## src/rtl/core/tbd_pkg.sv

```systemverilog
// Shared types and constants for the timed button debounce block.
package tbd_pkg;

  // Event codes reported with every result beat.
  typedef enum logic [1:0] {
    EV_NONE = 2'd0,
    EV_DOWN = 2'd1,
    EV_UP   = 2'd2
  } evt_t;

  localparam int unsigned DEBOUNCE_BITS = 16;
  localparam int unsigned STAMP_BITS    = 32;
  localparam int unsigned HOLD_BITS     = 32;

  localparam logic [DEBOUNCE_BITS-1:0] DEBOUNCE_RESET = 16'd20;

endpackage

```

## src/rtl/core/timed_button_debounce.sv

```systemverilog
// Time-based debouncer for one push button, with press and release events and hold timing.
//
// Usage:
//   Input stream s_*: one beat per sample of the raw pin level together with the
//   millisecond timestamp at which it was taken.
//   Output stream m_*: exactly one result beat per input beat, in order, carrying
//   the event code, the ready flag, the debounced state, the current hold time and
//   the length of the last completed press.
//   cfg_we / cfg_data write the debounce window in milliseconds; write it only
//   while no sample is in flight.
// Timing:
//   A result appears in the cycle after its sample is accepted. While m_tready is
//   high a new sample can be taken in every cycle, so the block sustains one beat per
//   cycle; the single result register is the only stage, and it is refilled in the
//   same cycle that the receiver takes its contents.
// Reset (rst, synchronous, active high) empties the result register, sets the
//   window to 20 ms and returns the debouncer to the released, not-ready state.
// Stall: while m_tready is low and a result waits, s_tready is low and the sample
//   is held upstream; no beat is lost or repeated.
// Timestamp differences wrap modulo 2^TIME_BITS.
module timed_button_debounce #(
  parameter int unsigned TIME_BITS = 32
) (
  input  logic        clk,
  input  logic        rst,
  input  logic        s_tvalid,
  output logic        s_tready,
  input  logic [39:0] s_tdata,   // [0] pin_high, [32:1] now_ms, [39:33] zero
  output logic        m_tvalid,
  input  logic        m_tready,
  output logic [71:0] m_tdata,   // [1:0] event_res, [2] ready_res, [3] is_pressed,
                                 // [35:4] hold_now_ms, [67:36] last_hold_ms, [71:68] zero
  input  logic        cfg_we,
  input  logic [15:0] cfg_data
);
  import tbd_pkg::*;

  typedef logic [TIME_BITS-1:0] stamp_t;

  // Configuration and debouncer state.
  logic [DEBOUNCE_BITS-1:0] debounce_ms;
  logic   last_raw_high, last_raw_high_next;
  stamp_t raw_change_time, raw_change_time_next;
  logic   stable_high, stable_high_next;
  stamp_t stable_time, stable_time_next;
  logic   confirmed_once, confirmed_once_next;
  stamp_t press_length, press_length_next;

  // Result register.
  evt_t                 res_event, res_event_next;
  logic                 res_ready;
  logic                 res_pressed, res_pressed_next;
  logic [HOLD_BITS-1:0] res_hold, res_hold_next;
  logic [HOLD_BITS-1:0] res_last, res_last_next;

  logic                  pin_high;
  logic [STAMP_BITS-1:0] now_ms;
  logic [63:0]           now_wide;
  stamp_t                now_t;
  stamp_t                raw_elapsed;
  stamp_t                hold_elapsed;
  logic                  accept;

  assign pin_high = s_tdata[0];
  assign now_ms   = s_tdata[32:1];
  // The timestamp is zero-extended or cut down to the internal time width.
  assign now_wide = {32'd0, now_ms};
  assign now_t    = now_wide[TIME_BITS-1:0];

  assign s_tready = !m_tvalid || m_tready;
  assign accept   = s_tvalid && s_tready;

  assign raw_elapsed = now_t - raw_change_time;

  always_comb begin
    last_raw_high_next   = last_raw_high;
    raw_change_time_next = raw_change_time;
    stable_high_next     = stable_high;
    stable_time_next     = stable_time;
    confirmed_once_next  = confirmed_once;
    press_length_next    = press_length;
    res_event_next       = EV_NONE;
    if (pin_high != last_raw_high) begin
      // A change of level restarts the stability window.
      last_raw_high_next   = pin_high;
      raw_change_time_next = now_t;
    end else if (raw_elapsed >= TIME_BITS'(debounce_ms)) begin
      if (!confirmed_once) begin
        // The first confirmed level only makes the debouncer ready.
        stable_high_next    = pin_high;
        stable_time_next    = now_t;
        confirmed_once_next = 1'b1;
      end else if (pin_high != stable_high) begin
        stable_high_next = pin_high;
        stable_time_next = now_t;
        if (pin_high) begin
          press_length_next = now_t - stable_time;
          res_event_next    = EV_UP;
        end else begin
          res_event_next = EV_DOWN;
        end
      end
    end
  end

  assign hold_elapsed = now_t - stable_time_next;

  always_comb begin
    logic [63:0] hold_wide;
    logic [63:0] last_wide;
    hold_wide        = 64'(hold_elapsed);
    last_wide        = 64'(press_length_next);
    res_pressed_next = !stable_high_next;
    res_hold_next    = res_pressed_next ? hold_wide[HOLD_BITS-1:0] : '0;
    res_last_next    = last_wide[HOLD_BITS-1:0];
  end

  always_ff @(posedge clk) begin
    if (rst) begin
      debounce_ms     <= DEBOUNCE_RESET;
      last_raw_high   <= 1'b1;
      raw_change_time <= '0;
      stable_high     <= 1'b1;
      stable_time     <= '0;
      confirmed_once  <= 1'b0;
      press_length    <= '0;
      m_tvalid        <= 1'b0;
    end else begin
      if (cfg_we) begin
        debounce_ms <= cfg_data;
      end
      if (accept) begin
        last_raw_high   <= last_raw_high_next;
        raw_change_time <= raw_change_time_next;
        stable_high     <= stable_high_next;
        stable_time     <= stable_time_next;
        confirmed_once  <= confirmed_once_next;
        press_length    <= press_length_next;
        m_tvalid        <= 1'b1;
      end else if (m_tready) begin
        m_tvalid <= 1'b0;
      end
    end
  end

  always_ff @(posedge clk) begin
    if (accept) begin
      res_event   <= res_event_next;
      res_ready   <= confirmed_once_next;
      res_pressed <= res_pressed_next;
      res_hold    <= res_hold_next;
      res_last    <= res_last_next;
    end
  end

  assign m_tdata = {4'd0, res_last, res_hold, res_pressed, res_ready, res_event};

`ifndef NO_ASSERTIONS
  // A press or release event is only ever reported once the debouncer is ready.
  a_event_needs_ready: assert property (@(posedge clk) disable iff (rst)
    (m_tvalid && res_event != EV_NONE) |-> res_ready)
    else $error("event reported before the debouncer was ready");

  // A press event leaves the button pressed, a release event leaves it released.
  a_event_matches_state: assert property (@(posedge clk) disable iff (rst)
    m_tvalid |-> ((res_event == EV_DOWN) ? res_pressed :
                  (res_event == EV_UP) ? !res_pressed : 1'b1))
    else $error("event code disagrees with the debounced state");

  // The hold time is zero whenever the button is released.
  a_hold_zero_released: assert property (@(posedge clk) disable iff (rst)
    (m_tvalid && !res_pressed) |-> (res_hold == '0))
    else $error("hold time reported while released");

  // Every accepted sample yields a result beat in the next cycle.
  a_result_follows: assert property (@(posedge clk) disable iff (rst)
    accept |=> m_tvalid)
    else $error("accepted sample produced no result beat");

  // The debounced state cannot leave the released level before the first confirmation.
  a_released_until_ready: assert property (@(posedge clk) disable iff (rst)
    !confirmed_once |-> stable_high)
    else $error("debounced state changed before ready");
`endif

endmodule

```

## config.mk

```make
export PLATFORM = sky130hd
export DESIGN_NAME = timed_button_debounce
export DESIGN_NICKNAME = d
export VERILOG_FILES = /design/src/rtl/core/tbd_pkg.sv /design/src/rtl/core/timed_button_debounce.sv
export SDC_FILE = /design/constraint.sdc
export NUM_CORES = 1
export LEC_CHECK = 0
export BUFFER_PORTS_ARGS = -buffer_cell sky130_fd_sc_hd__clkbuf_2
export CORE_ASPECT_RATIO = 1.25
export CORE_UTILIZATION = 45
export DETAILED_ROUTE_END_ITERATION = 12
export PLACE_DENSITY_LB_ADDON = 0.25
export RECOVER_POWER = 50
export SYNTH_ARGS = -nofsm -noshare
export SYNTH_HDL_FRONTEND = slang
export SYNTH_SLANG_ARGS = --single-unit
```

## constraint.sdc

```tcl
create_clock -name clk -period 11.19 [get_ports clk]
set_input_delay 0.5595 -clock clk [delete_from_list [all_inputs] [get_ports clk]]
set_output_delay 0.5595 -clock clk [all_outputs]
set_load 0.02 [all_outputs]
```

# After elaboration in Yosys (flattened, before gate mapping)
# Index checks and enable logic that the tools add are counted.
# word_totals
ff_bits	184
in_bits	61
elab_cells	47
output_inout_bits	74
# op_classes
addsub	3
magnitude_cmp	1
bitwise	3
mux	18
n_eq_ne	2
n_reduce_logical	7
# ops
op	n
$mux 32	9
$sub 32x32->32	3
$ge 32x16->1	1
$mux 1	8
$reduce_or 4->1	1
$not 1->1	3
$logic_not 1->1	2
$mux 2	1
$ne 1x1->1	2
$reduce_and 2->1	1
$reduce_bool 2->1	1
$logic_and 1x1->1	1
$logic_or 1x1->1	1

# Longest topological paths before layout
# Gate-level depths: netlist of the first run.
# logic_depth
word_depth	6
ltp_mapped	41

# Worst setup path before layout of the first run
# OpenSTA, ideal clock, no wires.
# synth_path
path_kind	input to register
startpoint	input port s_tdata[10]
endpoint	register res_hold[31] (data pin)
slack_ns	2.605
setup_time_ns	0.259
arrival_ns	8.327
path_stages	40
path_cell_list	ha_1 -> clkbuf_1 -> a21o_1 -> a31o_2 -> a31oi_1 -> nand2_1 -> a21o_1 -> a21oi_1 -> xnor2_1 -> ha_1 -> o2111ai_1 -> nor4_1 -> a311oi_1 -> o2111ai_1 -> nor2_1 -> o2111ai_1 -> or4b_4 -> nor4b_2 -> [... 4 more ...] -> nor2_1 -> a21oi_1 -> ha_1 -> o21a_1 -> o21ai_0 -> a31oi_1 -> o21ai_0 -> o211a_1 -> maj3_1 -> maj3_1 -> a21boi_0 -> nand2_1 -> o221a_2 -> o211ai_2 -> a21oi_2 -> o31ai_4 -> nor2_1 -> a211o_1
# synth_via
elab_chain_cells	5
elab_cells_between_ends	9
classes_between	2 x add/sub; 1 x order compare; 6 x mux
# synth_rtl
element	line	text
start: declaration	timed_button_debounce.sv:28	input logic [39:0] s_tdata,
$sub 32x32->32 or $mux 32 (tied branches)	timed_button_debounce.sv:73, timed_button_debounce.sv:93	
$ge 32x16->1 or $mux 32 (tied branches)	timed_button_debounce.sv:87, timed_button_debounce.sv:88	
$mux 32	timed_button_debounce.sv:87	end else if (raw_elapsed >= TIME_BITS'(debounce_ms)) begin
$mux 32	timed_button_debounce.sv:83	if (pin_high != last_raw_high) begin
$sub 32x32->32	timed_button_debounce.sv:106	assign hold_elapsed = now_t - stable_time_next;
end signal: assignment	timed_button_debounce.sv:151	res_hold <= res_hold_next;
end: declaration	timed_button_debounce.sv:53	logic [HOLD_BITS-1:0] res_hold, res_hold_next;
# Parallel ways exist; a longest one is shown, timed or not.
# A chain may end at the register's enable or synchronous reset.

# Worst setup path in the final report of the first run
# layout_path
startpoint	input port s_tdata[1]
endpoint	register res_hold[31] (data pin)
# layout_via
elab_chain_cells	5
elab_cells_between_ends	9
classes_between	2 x add/sub; 1 x order compare; 6 x mux
# layout_rtl
element	line	text
$sub 32x32->32 or $mux 32 (tied branches)	timed_button_debounce.sv:73, timed_button_debounce.sv:93	
$ge 32x16->1 or $mux 32 (tied branches)	timed_button_debounce.sv:87, timed_button_debounce.sv:88	
$mux 32 *	timed_button_debounce.sv:87	
$mux 32 *	timed_button_debounce.sv:83	
named net stable_time_next[0]	timed_button_debounce.sv:45	stamp_t stable_time, stable_time_next;
$sub 32x32->32 *	timed_button_debounce.sv:106	
# Mark *: on every way through the listed nets, which the timed path passes. The rest lies on a longest branch.

==> impl_metrics.json, run 1 <==
{
  "period_needed_ns": 9.17,
  "synth_top_cell_area_share_pct": 18.4,
  "worstSetupStartpointType": "primary input",
  "finalPower_mw": 1.99,
  "drt-initial-drc-count": 596,
  "synth_top_area_cell": "dfxtp_1",
  "dieArea_um2": 28700,
  "die_w_um": 152,
  "worstSetupStartpoint": "s_tdata[1]",
  "dieHeight_um": 189,
  "violations": "max-capacitance violations, max-slew violations",
  "arrival_ns": 9.37,
  "clockRootBuffer": "clkbuf_16",
  "synth_area_leaders": "dfxtp_1 (18%), edfxtp_1 (16%), ha_1 (9.4%), nand2_1 (7.6%), a21oi_1 (7.1%)",
  "overflow": 0,
  "final_cell_mix": "nand2_1 (256), a21oi_1 (177), nor2_1 (148)",
  "yosys_warnings": 0,
  "fmax_mhz": 109,
  "cts_tree": "built",
  "peakVddDrop_mv": 0.111,
  "cts_made_buffers": 17,
  "grt_pass1_vias": 10414,
  "p_leak_nw": 5.46,
  "place_area_um2": 13500,
  "avgSynthCellArea_um2": 7.99,
  "syn_inst": 1581,
  "holdWs_ns": 0.325,
  "reg2reg_depth": 37,
  "n_antenna_cell": 0,
  "rsz0062_at_grt": "false",
  "run_status": "finished with violations",
  "synth_cell_types": 76,
  "post-route-period-util_pct": 82.0,
  "ios": 135,
  "synth.ff_latch_count": 184,
  "worstPathRequired_ns": 11.39,
  "placedCellCount": 1996,
  "h-tree-depth": 4,
  "grt_first_pass_wirelength_mm": 52.2,
  "cts_sinks": 184,
  "fin_util_pct": 50.7,
  "cp_max_fo": 22,
  "core_um2": 27600,
  "syn_area_um2": 12600,
  "track_usage_pct": 22.6,
  "layout.nets": 1824,
  "synth_edf_count": 68,
  "end_kind": "flop",
  "nFillCells": 2764,
  "vias": 11118,
  "worst_path_max_delay_cell": "or4b_4",
  "antenna_left": 0,
  "finalSetupTns_ns": 0,
  "r2r-start": "raw_change_time[0]$_SDFFE_PP0P_",
  "insertion_delay_ns": 0.45,
  "async_flop_share_pct": 0,
  "hold_viol": 0,
  "routedWlPerCell_um": 15.9,
  "hpwl_mm": 24.7,
  "place_ws_ns": 1.57,
  "port_buffers": 123,
  "clk_pin_slew_ns": 0.07,
  "worstSetupPathType": "in2reg",
  "cpPeakStageDelay_ns": 0.60,
  "cts_hold_buf": 0,
  "area_delta_synth_final_pct": 10.5,
  "synth_seq_area_share_pct": 34.5,
  "gp_congestion": 0.942,
  "worst_pin_slew_ns": 4.13,
  "hold_class": "in2reg",
  "final_layout_size_suffix_gt1_share_pct": 7.57,
  "stdcell_area_um2": 14000,
  "r2r-end": "res_hold[31]$_SDFFCE_PN0P_",
  "maxCapViolations": 5,
  "start_util_pct": 45.8,
  "ys.flop_type": "dfxtp_1",
  "setup_ws_ns": 2.02,
  "via_per_inst": 5.48,
  "power.density_nw_per_um2": 142,
  "post_cts_resized": 0,
  "finalNonFillerCells": 2028,
  "clockBufferDepth": 2,
  "dr.pass1.iters": 5,
  "crit_end": "res_hold[31]$_SDFFCE_PN0P_",
  "grt_max_degree": 84,
  "fin_worst_skew_ns": 0.0214,
  "final-setup-viol-count": 0,
  "drc": 0,
  "rows": 68,
  "r2r_setup_slack_ns": 2.04,
  "drt-total-wl_mm": 32.3,
  "min_from": "cfg_data[4]",
  "relSlewSlack_pct": -176,
  "antenna_found_initial": 0,
  "post_cts_buffers": 0,
  "finalMaxSlewViolations": 267,
  "mostFrequentLayoutCell": "nand2_1"
}
==> how the worst min path moves through the flow <==
stage	to	slack, ns	cells past startpoint
final	debounce_ms[4]$_SDFFE_PP1P_	0.32	3
after global routing	debounce_ms[4]$_SDFFE_PP1P_	0.33	3
after CTS	debounce_ms[4]$_SDFFE_PP1P_	0.31	3
after detailed placement	raw_change_time[25]$_SDFFE_PP0P_	0.45	2
after global placement	press_length[26]$_SDFFE_PP0P_	0.44	2
after floorplan	press_length[10]$_SDFFE_PP0P_	0.43	2
==> final cells by class <==
cell class / instances / area, um2 / share of cell area [%]
Clock inverter: 14 / 150 / 1.08
Multi-Input combinational cell: 1216 / 7570 / 54.2
Timing Repair Buffer: 133 / 587 / 4.20
Sequential cell: 184 / 4360 / 31.3
Tap cell: 350 / 438 / 3.14
Clock buffer: 18 / 429 / 3.07
Inverter: 113 / 425 / 3.05
==> Yosys cell counts (22+ instances only) <==
cell,number
a211oi_1,22
ha_1,95
o21ai_0,71
nor3_1,40
nand2b_1,25
a21oi_1,178
edfxtp_1,68
nand2_1,256
inv_1,112
xnor2_1,48
dfxtp_1,116
nor2_1,149
a21o_1,32
clkbuf_1,54
==> routing by layer <==
layer / vias up / wire [um] / global-route usage, %
met3: 52 / 1160 / 2.61
met4: 0 / 989 / 9.65
met1: 5113 / 15000 / 28.9
met2: 243 / 15100 / 38.4
met5: - / 0 / 0
li1: 5710 / - / -
==> critical path, delay by kind of cell <==
family	cells	cell delay, ns
and+or+nand+nor	9	2.09
buffers and inverters	3	0.48
adders and majority gates	6	1.90
xor gates and xnor gates	1	0.14
AOI/OAI and AO/OA	20	4.18
==> flip-flops by register name, summed over array words and instances, names as in the netlist <==
| signal | cells |
|---|---|
| raw_change_time | 32 |
| res_hold | 32 |
| m_tvalid | 1 |
| confirmed_once | 1 |
| res_last | 32 |
| res_ready | 1 |
| press_length | 32 |
| res_pressed | 1 |
| res_event | 2 |
| stable_time | 32 |
| debounce_ms | 16 |
| last_raw_high | 1 |
| stable_high | 1 |
==> cells by family after synthesis <==
logic type / synth area share, %
AND/OR/NAND/NOR: 19.8
flip-flops: 34.5
adder cells (fa/ha/maj): 10.3
buffers and inverters: 5.72
AO/OA/AOI/OAI: 22.0
XOR/XNOR: 4.71
multiplexers: 2.94
other: 0.0297
==> power breakdown <==
| part | switching (mW) | leakage, nW | internal (mW) |
|---|---|---|---|
| registers | 0.0193 | 1.64 | 0.742 |
| clock network | 0.274 | 0.272 | 0.331 |
| logic | 0.391 | 3.55 | 0.230 |
No activity file was read; power rests on OpenSTA's default activity.
==> run 2, diff against run 1 <==
--- a/config.mk
+++ b/config.mk
@@ -5,6 +5,7 @@
 export SDC_FILE = /design/constraint.sdc
 export NUM_CORES = 1
 export LEC_CHECK = 0
+export ABC_AREA = 1
 export BUFFER_PORTS_ARGS = -buffer_cell sky130_fd_sc_hd__clkbuf_2
 export CORE_ASPECT_RATIO = 1.25
 export CORE_UTILIZATION = 45
==> constraint.sdc (replaced) <==
create_clock -name clk -period 7.4 [get_ports clk]
set_input_delay 0.37 -clock clk [delete_from_list [all_inputs] [get_ports clk]]
set_output_delay 0.37 -clock clk [all_outputs]
set_load 0.02 [all_outputs]
==> impl_metrics.json, run 2 <==
{
  "syn_inst": 2055,
  "antenna_left": 0,
  "maxCapViolations": 5,
  "r2r-start": "raw_change_time[11]$_SDFFE_PP0P_",
  "h-tree-depth": 4,
  "antenna_found_initial": 3,
  "seq_area_um2": 4360,
  "synth_cell_types": 49,
  "power.density_nw_per_um2": 225,
  "end_kind": "flop",
  "mostFrequentLayoutCell": "nand2_1",
  "track_usage_pct": 24.5,
  "fmax_mhz": 163,
  "ys_top_cells_by_count": "nand2_1 (490), inv_1 (429), a21oi_1 (201)",
  "clockRootBuffer": "clkbuf_16",
  "dieArea_um2": 31300,
  "relSlewSlack_pct": -78.9,
  "cts_hold_buf": 0,
  "rows": 71,
  "area_delta_synth_final_pct": 10.2,
  "synthMostInstantiatedCell": "nand2_1",
  "overflow": 0,
  "clockBufferDepth": 2,
  "post_cts_resized": 0,
  "post-route-period-util_pct": 82.8,
  "hold_viol": 0,
  "drc": 0,
  "finalMaxSlewViolations": 278,
  "rsz0062_at_grt": "false",
  "die_w_um": 158,
  "min_to": "debounce_ms[4]$_SDFFE_PP1P_",
  "synth_seq_area_share_pct": 31.7,
  "cpPeakStageDelay_ns": 0.39,
  "dieHeight_um": 197,
  "holdWs_ns": 0.122,
  "nFillCells": 3119,
  "core_um2": 30100,
  "ys.flop_type": "dfxtp_1",
  "start_util_pct": 45.7,
  "grt_first_pass_wirelength_mm": 59.2,
  "synth_edf_count": 68,
  "worstPathRequired_ns": 7.66,
  "avgSynthCellArea_um2": 6.69,
  "worst_path_max_delay_cell": "fa_1",
  "cts_sinks": 184,
  "min_path_cells": 3,
  "final-setup-viol-count": 0,
  "gp_congestion": 0.943,
  "grt_pass1_vias": 12001,
  "r2r-end": "res_hold[16]$_SDFFCE_PN0P_",
  "hold_class": "in2reg",
  "synth_top_cell_area_share_pct": 16.9,
  "worstSetupPathType": "reg2reg",
  "ios": 135,
  "peakVddDrop_mv": 0.187,
  "min_from": "cfg_data[4]",
  "cts_made_buffers": 17,
  "p_leak_nw": 7.81,
  "path_common_cell": "nand2_1",
  "cts_tree": "built",
  "hpwl_mm": 29.5,
  "vias": 12649,
  "final_cell_mix": "nand2_1 (490), inv_1 (429), a21oi_1 (201)",
  "clk_pin_slew_ns": 0.08,
  "worstSetupStartpointType": "flop",
  "finalSetupTns_ns": 0,
  "arrival_ns": 6.38,
  "run_status": "finished with violations",
  "period_needed_ns": 6.13,
  "grt_max_degree": 68,
  "r2r_setup_slack_ns": 1.27,
  "synth_area_leaders": "dfxtp_1 (17%), edfxtp_1 (15%), nand2_1 (13%), inv_1 (12%), ha_1 (8.6%)",
  "placedCellCount": 2533,
  "multi_input_area_um2": 7520,
  "fin_util_pct": 50.3,
  "routedWlPerCell_um": 14.4,
  "dr.pass1.iters": 5,
  "port_buffers": 123,
  "fin_worst_skew_ns": 0.00890,
  "worst_pin_slew_ns": 2.68,
  "reg2reg_depth": 36,
  "final_layout_size_suffix_gt1_share_pct": 6.10,
  "drt-initial-drc-count": 652,
  "async_flop_share_pct": 0,
  "cp_max_fo": 25,
  "insertion_delay_ns": 0.46,
  "layout.nets": 2310,
  "synth_top_area_cell": "dfxtp_1",
  "finalNonFillerCells": 2568,
  "syn_area_um2": 13800,
  "synth.ff_latch_count": 184,
  "violations": "max-capacitance violations, max-slew violations",
  "via_per_inst": 4.93,
  "yosys_warnings": 0,
  "drt-total-wl_mm": 36.9,
  "post_cts_buffers": 0
}
==> run 2: final cells by class <==
type                       instances  share of cell area, %
antenna                            3                 0.0495
clock buffer                      18                   2.83
clock inverter                    14                   1.02
inverter                         431                   10.7
multi-input combinational       1388                   49.6
sequential                       184                   28.8
tap                              401                   3.31
timing repair buffer             129                   3.67
==> run 2: worst max-delay path, delay by kind of cell (launching register included) <==
family                     cells  cell delay, ns
AOI/OAI and AO/OA              9            1.61
and+or+nand+nor               20            2.43
buffers and inverters          2            0.09
DFF                            1            0.33
adders and majority gates      4            1.28
xor gates and xnor gates       1            0.16
==> run 2: report_power, final <==
part           switching, mW  internal (mW)
registers             0.0326           1.16
clock network          0.450          0.479
logic                  0.858          0.425
total                   1.34           2.06
==> run 2: cells by family (layout without fill, tap and decap cells) <==
family | Yosys count | count (layout) | share of synthesized area (%)
xor+xnor | 49 | 49 | 3.12
flops | 184 | 184 | 31.7
compound gates | 418 | 418 | 16.1
other cells | 1 | 7 | 0.0273
mux | 28 | 28 | 2.04
buf+inv | 486 | 592 | 13.7
simple gates | 791 | 791 | 24.1
fa+ha+maj | 98 | 98 | 9.08
==> run 2: per-layer routing <==
metal / global-route usage (%) / share of wire (%)
met4: 8.76 / 2.3
met1: 30.4 / 46
met5: 0 / 0
met2: 43.2 / 49
met3: 2.96 / 3.0
==> run 2: worst max-delay path by stage <==
stage,to,start,cells after the start,slack (ns)
after floorplan,res_hold[23]$_SDFFCE_PN0P_,s_tdata[1],44,1.91
after global placement,res_hold[20]$_SDFFCE_PN0P_,s_tdata[2],39,1.26
after detailed placement,res_hold[20]$_SDFFCE_PN0P_,s_tdata[2],37,1.16
after CTS,res_hold[20]$_SDFFCE_PN0P_,raw_change_time[7]$_SDFFE_PP0P_,39,1.35
after global routing,res_hold[20]$_SDFFCE_PN0P_,raw_change_time[9]$_SDFFE_PP0P_,37,0.75
final,res_hold[16]$_SDFFCE_PN0P_,raw_change_time[11]$_SDFFE_PP0P_,36,1.27
==> run 2: stage by stage <==
| stage | setup WS, ns | cell area, um2 | total power [mW] |
|---|---|---|---|
| global route | 0.750 | 15200 | 3.65 |
| CTS | 1.35 | 15300 | 3.44 |
| global placement | 1.26 | 14700 | 2.48 |
| floorplan | 1.91 | 13800 | 2.18 |
| detailed placement | 1.16 | 14700 | 2.50 |
| finish | 1.27 | 15200 | 3.40 |
==> run 3, diff against run 2 <==
==> constraint.sdc (replaced) <==
create_clock -name clk -period 5.8 [get_ports clk]
set_input_delay 0.29 -clock clk [delete_from_list [all_inputs] [get_ports clk]]
set_output_delay 0.29 -clock clk [all_outputs]
set_load 0.02 [all_outputs]
==> impl_metrics.json, run 3 (synthesis results as in run 2) <==
{
  "overflow": 0,
  "finalNonFillerCells": 2606,
  "dr.pass1.iters": 5,
  "run_status": "finished with violations",
  "final_layout_size_suffix_gt1_share_pct": 9.53,
  "start_util_pct": 45.7,
  "r2r-start": "raw_change_time[11]$_SDFFE_PP0P_",
  "via_per_inst": 4.95,
  "dieHeight_um": 197,
  "h-tree-depth": 4,
  "routedWlPerCell_um": 14.4,
  "peakVddDrop_mv": 0.228,
  "final_cell_mix": "nand2_1 (485), inv_1 (429), a21oi_1 (199)",
  "vias": 12891,
  "worst_pin_slew_ns": 2.61,
  "end_kind": "flop",
  "antenna_left": 0,
  "worstSetupStartpointType": "flop",
  "violations": "max-capacitance violations, max-slew violations",
  "worst_path_max_delay_cell": "fa_2",
  "finalMaxSlewViolations": 224,
  "path_common_cell": "nand2_1",
  "crit_end": "res_hold[28]$_SDFFCE_PN0P_",
  "drt-total-wl_mm": 37.5,
  "gp_congestion": 0.939,
  "cp_max_fo": 5,
  "ios": 135,
  "clockBufferDepth": 2,
  "p_leak_nw": 8.01,
  "holdWs_ns": 0.0495,
  "grt_max_degree": 67,
  "layout.nets": 2350,
  "antenna_found_initial": 1,
  "port_buffers": 123,
  "cpPeakStageDelay_ns": 0.38,
  "fin_worst_skew_ns": 0.0130,
  "worstSetupPathType": "reg2reg",
  "power.density_nw_per_um2": 281,
  "post-route-period-util_pct": 92.7,
  "area_delta_synth_final_pct": 13.6,
  "drc": 0,
  "clk_pin_slew_ns": 0.07,
  "r2r-end": "res_hold[28]$_SDFFCE_PN0P_",
  "cts_sinks": 184,
  "drt-initial-drc-count": 655,
  "mostFrequentLayoutCell": "nand2_1",
  "die_w_um": 158,
  "hold_class": "in2reg",
  "nFillCells": 3075,
  "hpwl_mm": 29.8,
  "min_path_cells": 3,
  "maxCapViolations": 4,
  "grt_pass1_vias": 11925,
  "cts_tree": "built",
  "track_usage_pct": 24.7,
  "fmax_mhz": 186,
  "worstPathRequired_ns": 6.02,
  "dieArea_um2": 31300,
  "period_needed_ns": 5.37,
  "grt_first_pass_wirelength_mm": 59.1,
  "worstSetupStartpoint": "raw_change_time[11]$_SDFFE_PP0P_",
  "arrival_ns": 5.60,
  "insertion_delay_ns": 0.46,
  "finalPower_mw": 4.39,
  "rows": 71,
  "core_um2": 30100,
  "relSlewSlack_pct": -74.1,
  "fin_util_pct": 51.9,
  "reg2reg_depth": 38,
  "hold_viol": 0,
  "placedCellCount": 2566,
  "final-setup-viol-count": 0,
  "clockRootBuffer": "clkbuf_16",
  "cts_made_buffers": 17,
  "r2r_setup_slack_ns": 0.43
}
[run 3: changes by cell type in the layout (fill, tap and decap cells not counted), sizes merged]
cell and change:
nand3 +1, clkbuf +1, diode -2, buf +39, clkinvlp +4, inv -2, clkinv -2, bufinv -1
[run 3: timing repair]
item                       CTS  global route
gates resized for setup      0            49
setup buffers                0             6
setup endpoints to repair    0            19
hold buffers                 0             0
[run 3: worst max-delay path, delay by kind of cell (launching register included)]
family	cells	cell delay, ns
adders and majority gates	3	1.00
xor gates and xnor gates	1	0.15
AOI/OAI and AO/OA	7	0.99
DFF	1	0.33
and+or+nand+nor	23	2.41
buffers and inverters	4	0.24
[run 3: power breakdown]
group | internal [mW] | switching [mW] | leakage, nW
clock | 0.570 | 0.550 | 0.261
combinational | 0.616 | 1.13 | 6.10
sequential | 1.48 | 0.0409 | 1.65
total | 2.66 | 1.72 | 8.01
[run 3: cell type report]
class	count	area, um2	area share (%)
Antenna cell	1	2.50	0.0160
Sequential cell	184	4360	27.9
Inverter	431	1620	10.4
Clock inverter	13	113	0.721
Clock buffer	19	443	2.83
Multi-Input combinational cell	1389	7720	49.4
Timing Repair Buffer	168	858	5.49
Tap cell	401	502	3.21
[run 3: metal layers]
metal | part of all wire (%) | global-route usage, %
met2 | 49 | 42.7
met3 | 2.8 | 3.36
met1 | 46 | 31.2
met5 | 0 | 0
met4 | 2.4 | 8.12
[run 3: worst min path at each step]
| stage | slack, ns | start | endpoint |
|---|---|---|---|
| 2_1_floorplan | 0.40 | cfg_we | debounce_ms[2]$_SDFFE_PP1P_ |
| 3_3_place_gp | 0.44 | raw_change_time[6]$_SDFFE_PP0P_ | raw_change_time[6]$_SDFFE_PP0P_ |
| 3_5_place_dp | 0.45 | raw_change_time[6]$_SDFFE_PP0P_ | raw_change_time[6]$_SDFFE_PP0P_ |
| 4_1_cts | 0.03 | cfg_data[2] | debounce_ms[2]$_SDFFE_PP1P_ |
| 5_1_grt | 0.03 | cfg_data[2] | debounce_ms[2]$_SDFFE_PP1P_ |
| 6_report | 0.05 | cfg_data[2] | debounce_ms[2]$_SDFFE_PP1P_ |
[run 3: stage by stage]
stage	worst slack (ns)	area, um2	TNS (ns)
2_1_floorplan	0.386	13800	0
3_3_place_gp	0.275	14900	0
3_5_place_dp	0.150	14900	0
4_1_cts	0.251	15500	0
5_1_grt	-0.0344	15600	-0.0698
6_report	0.425	15600	0
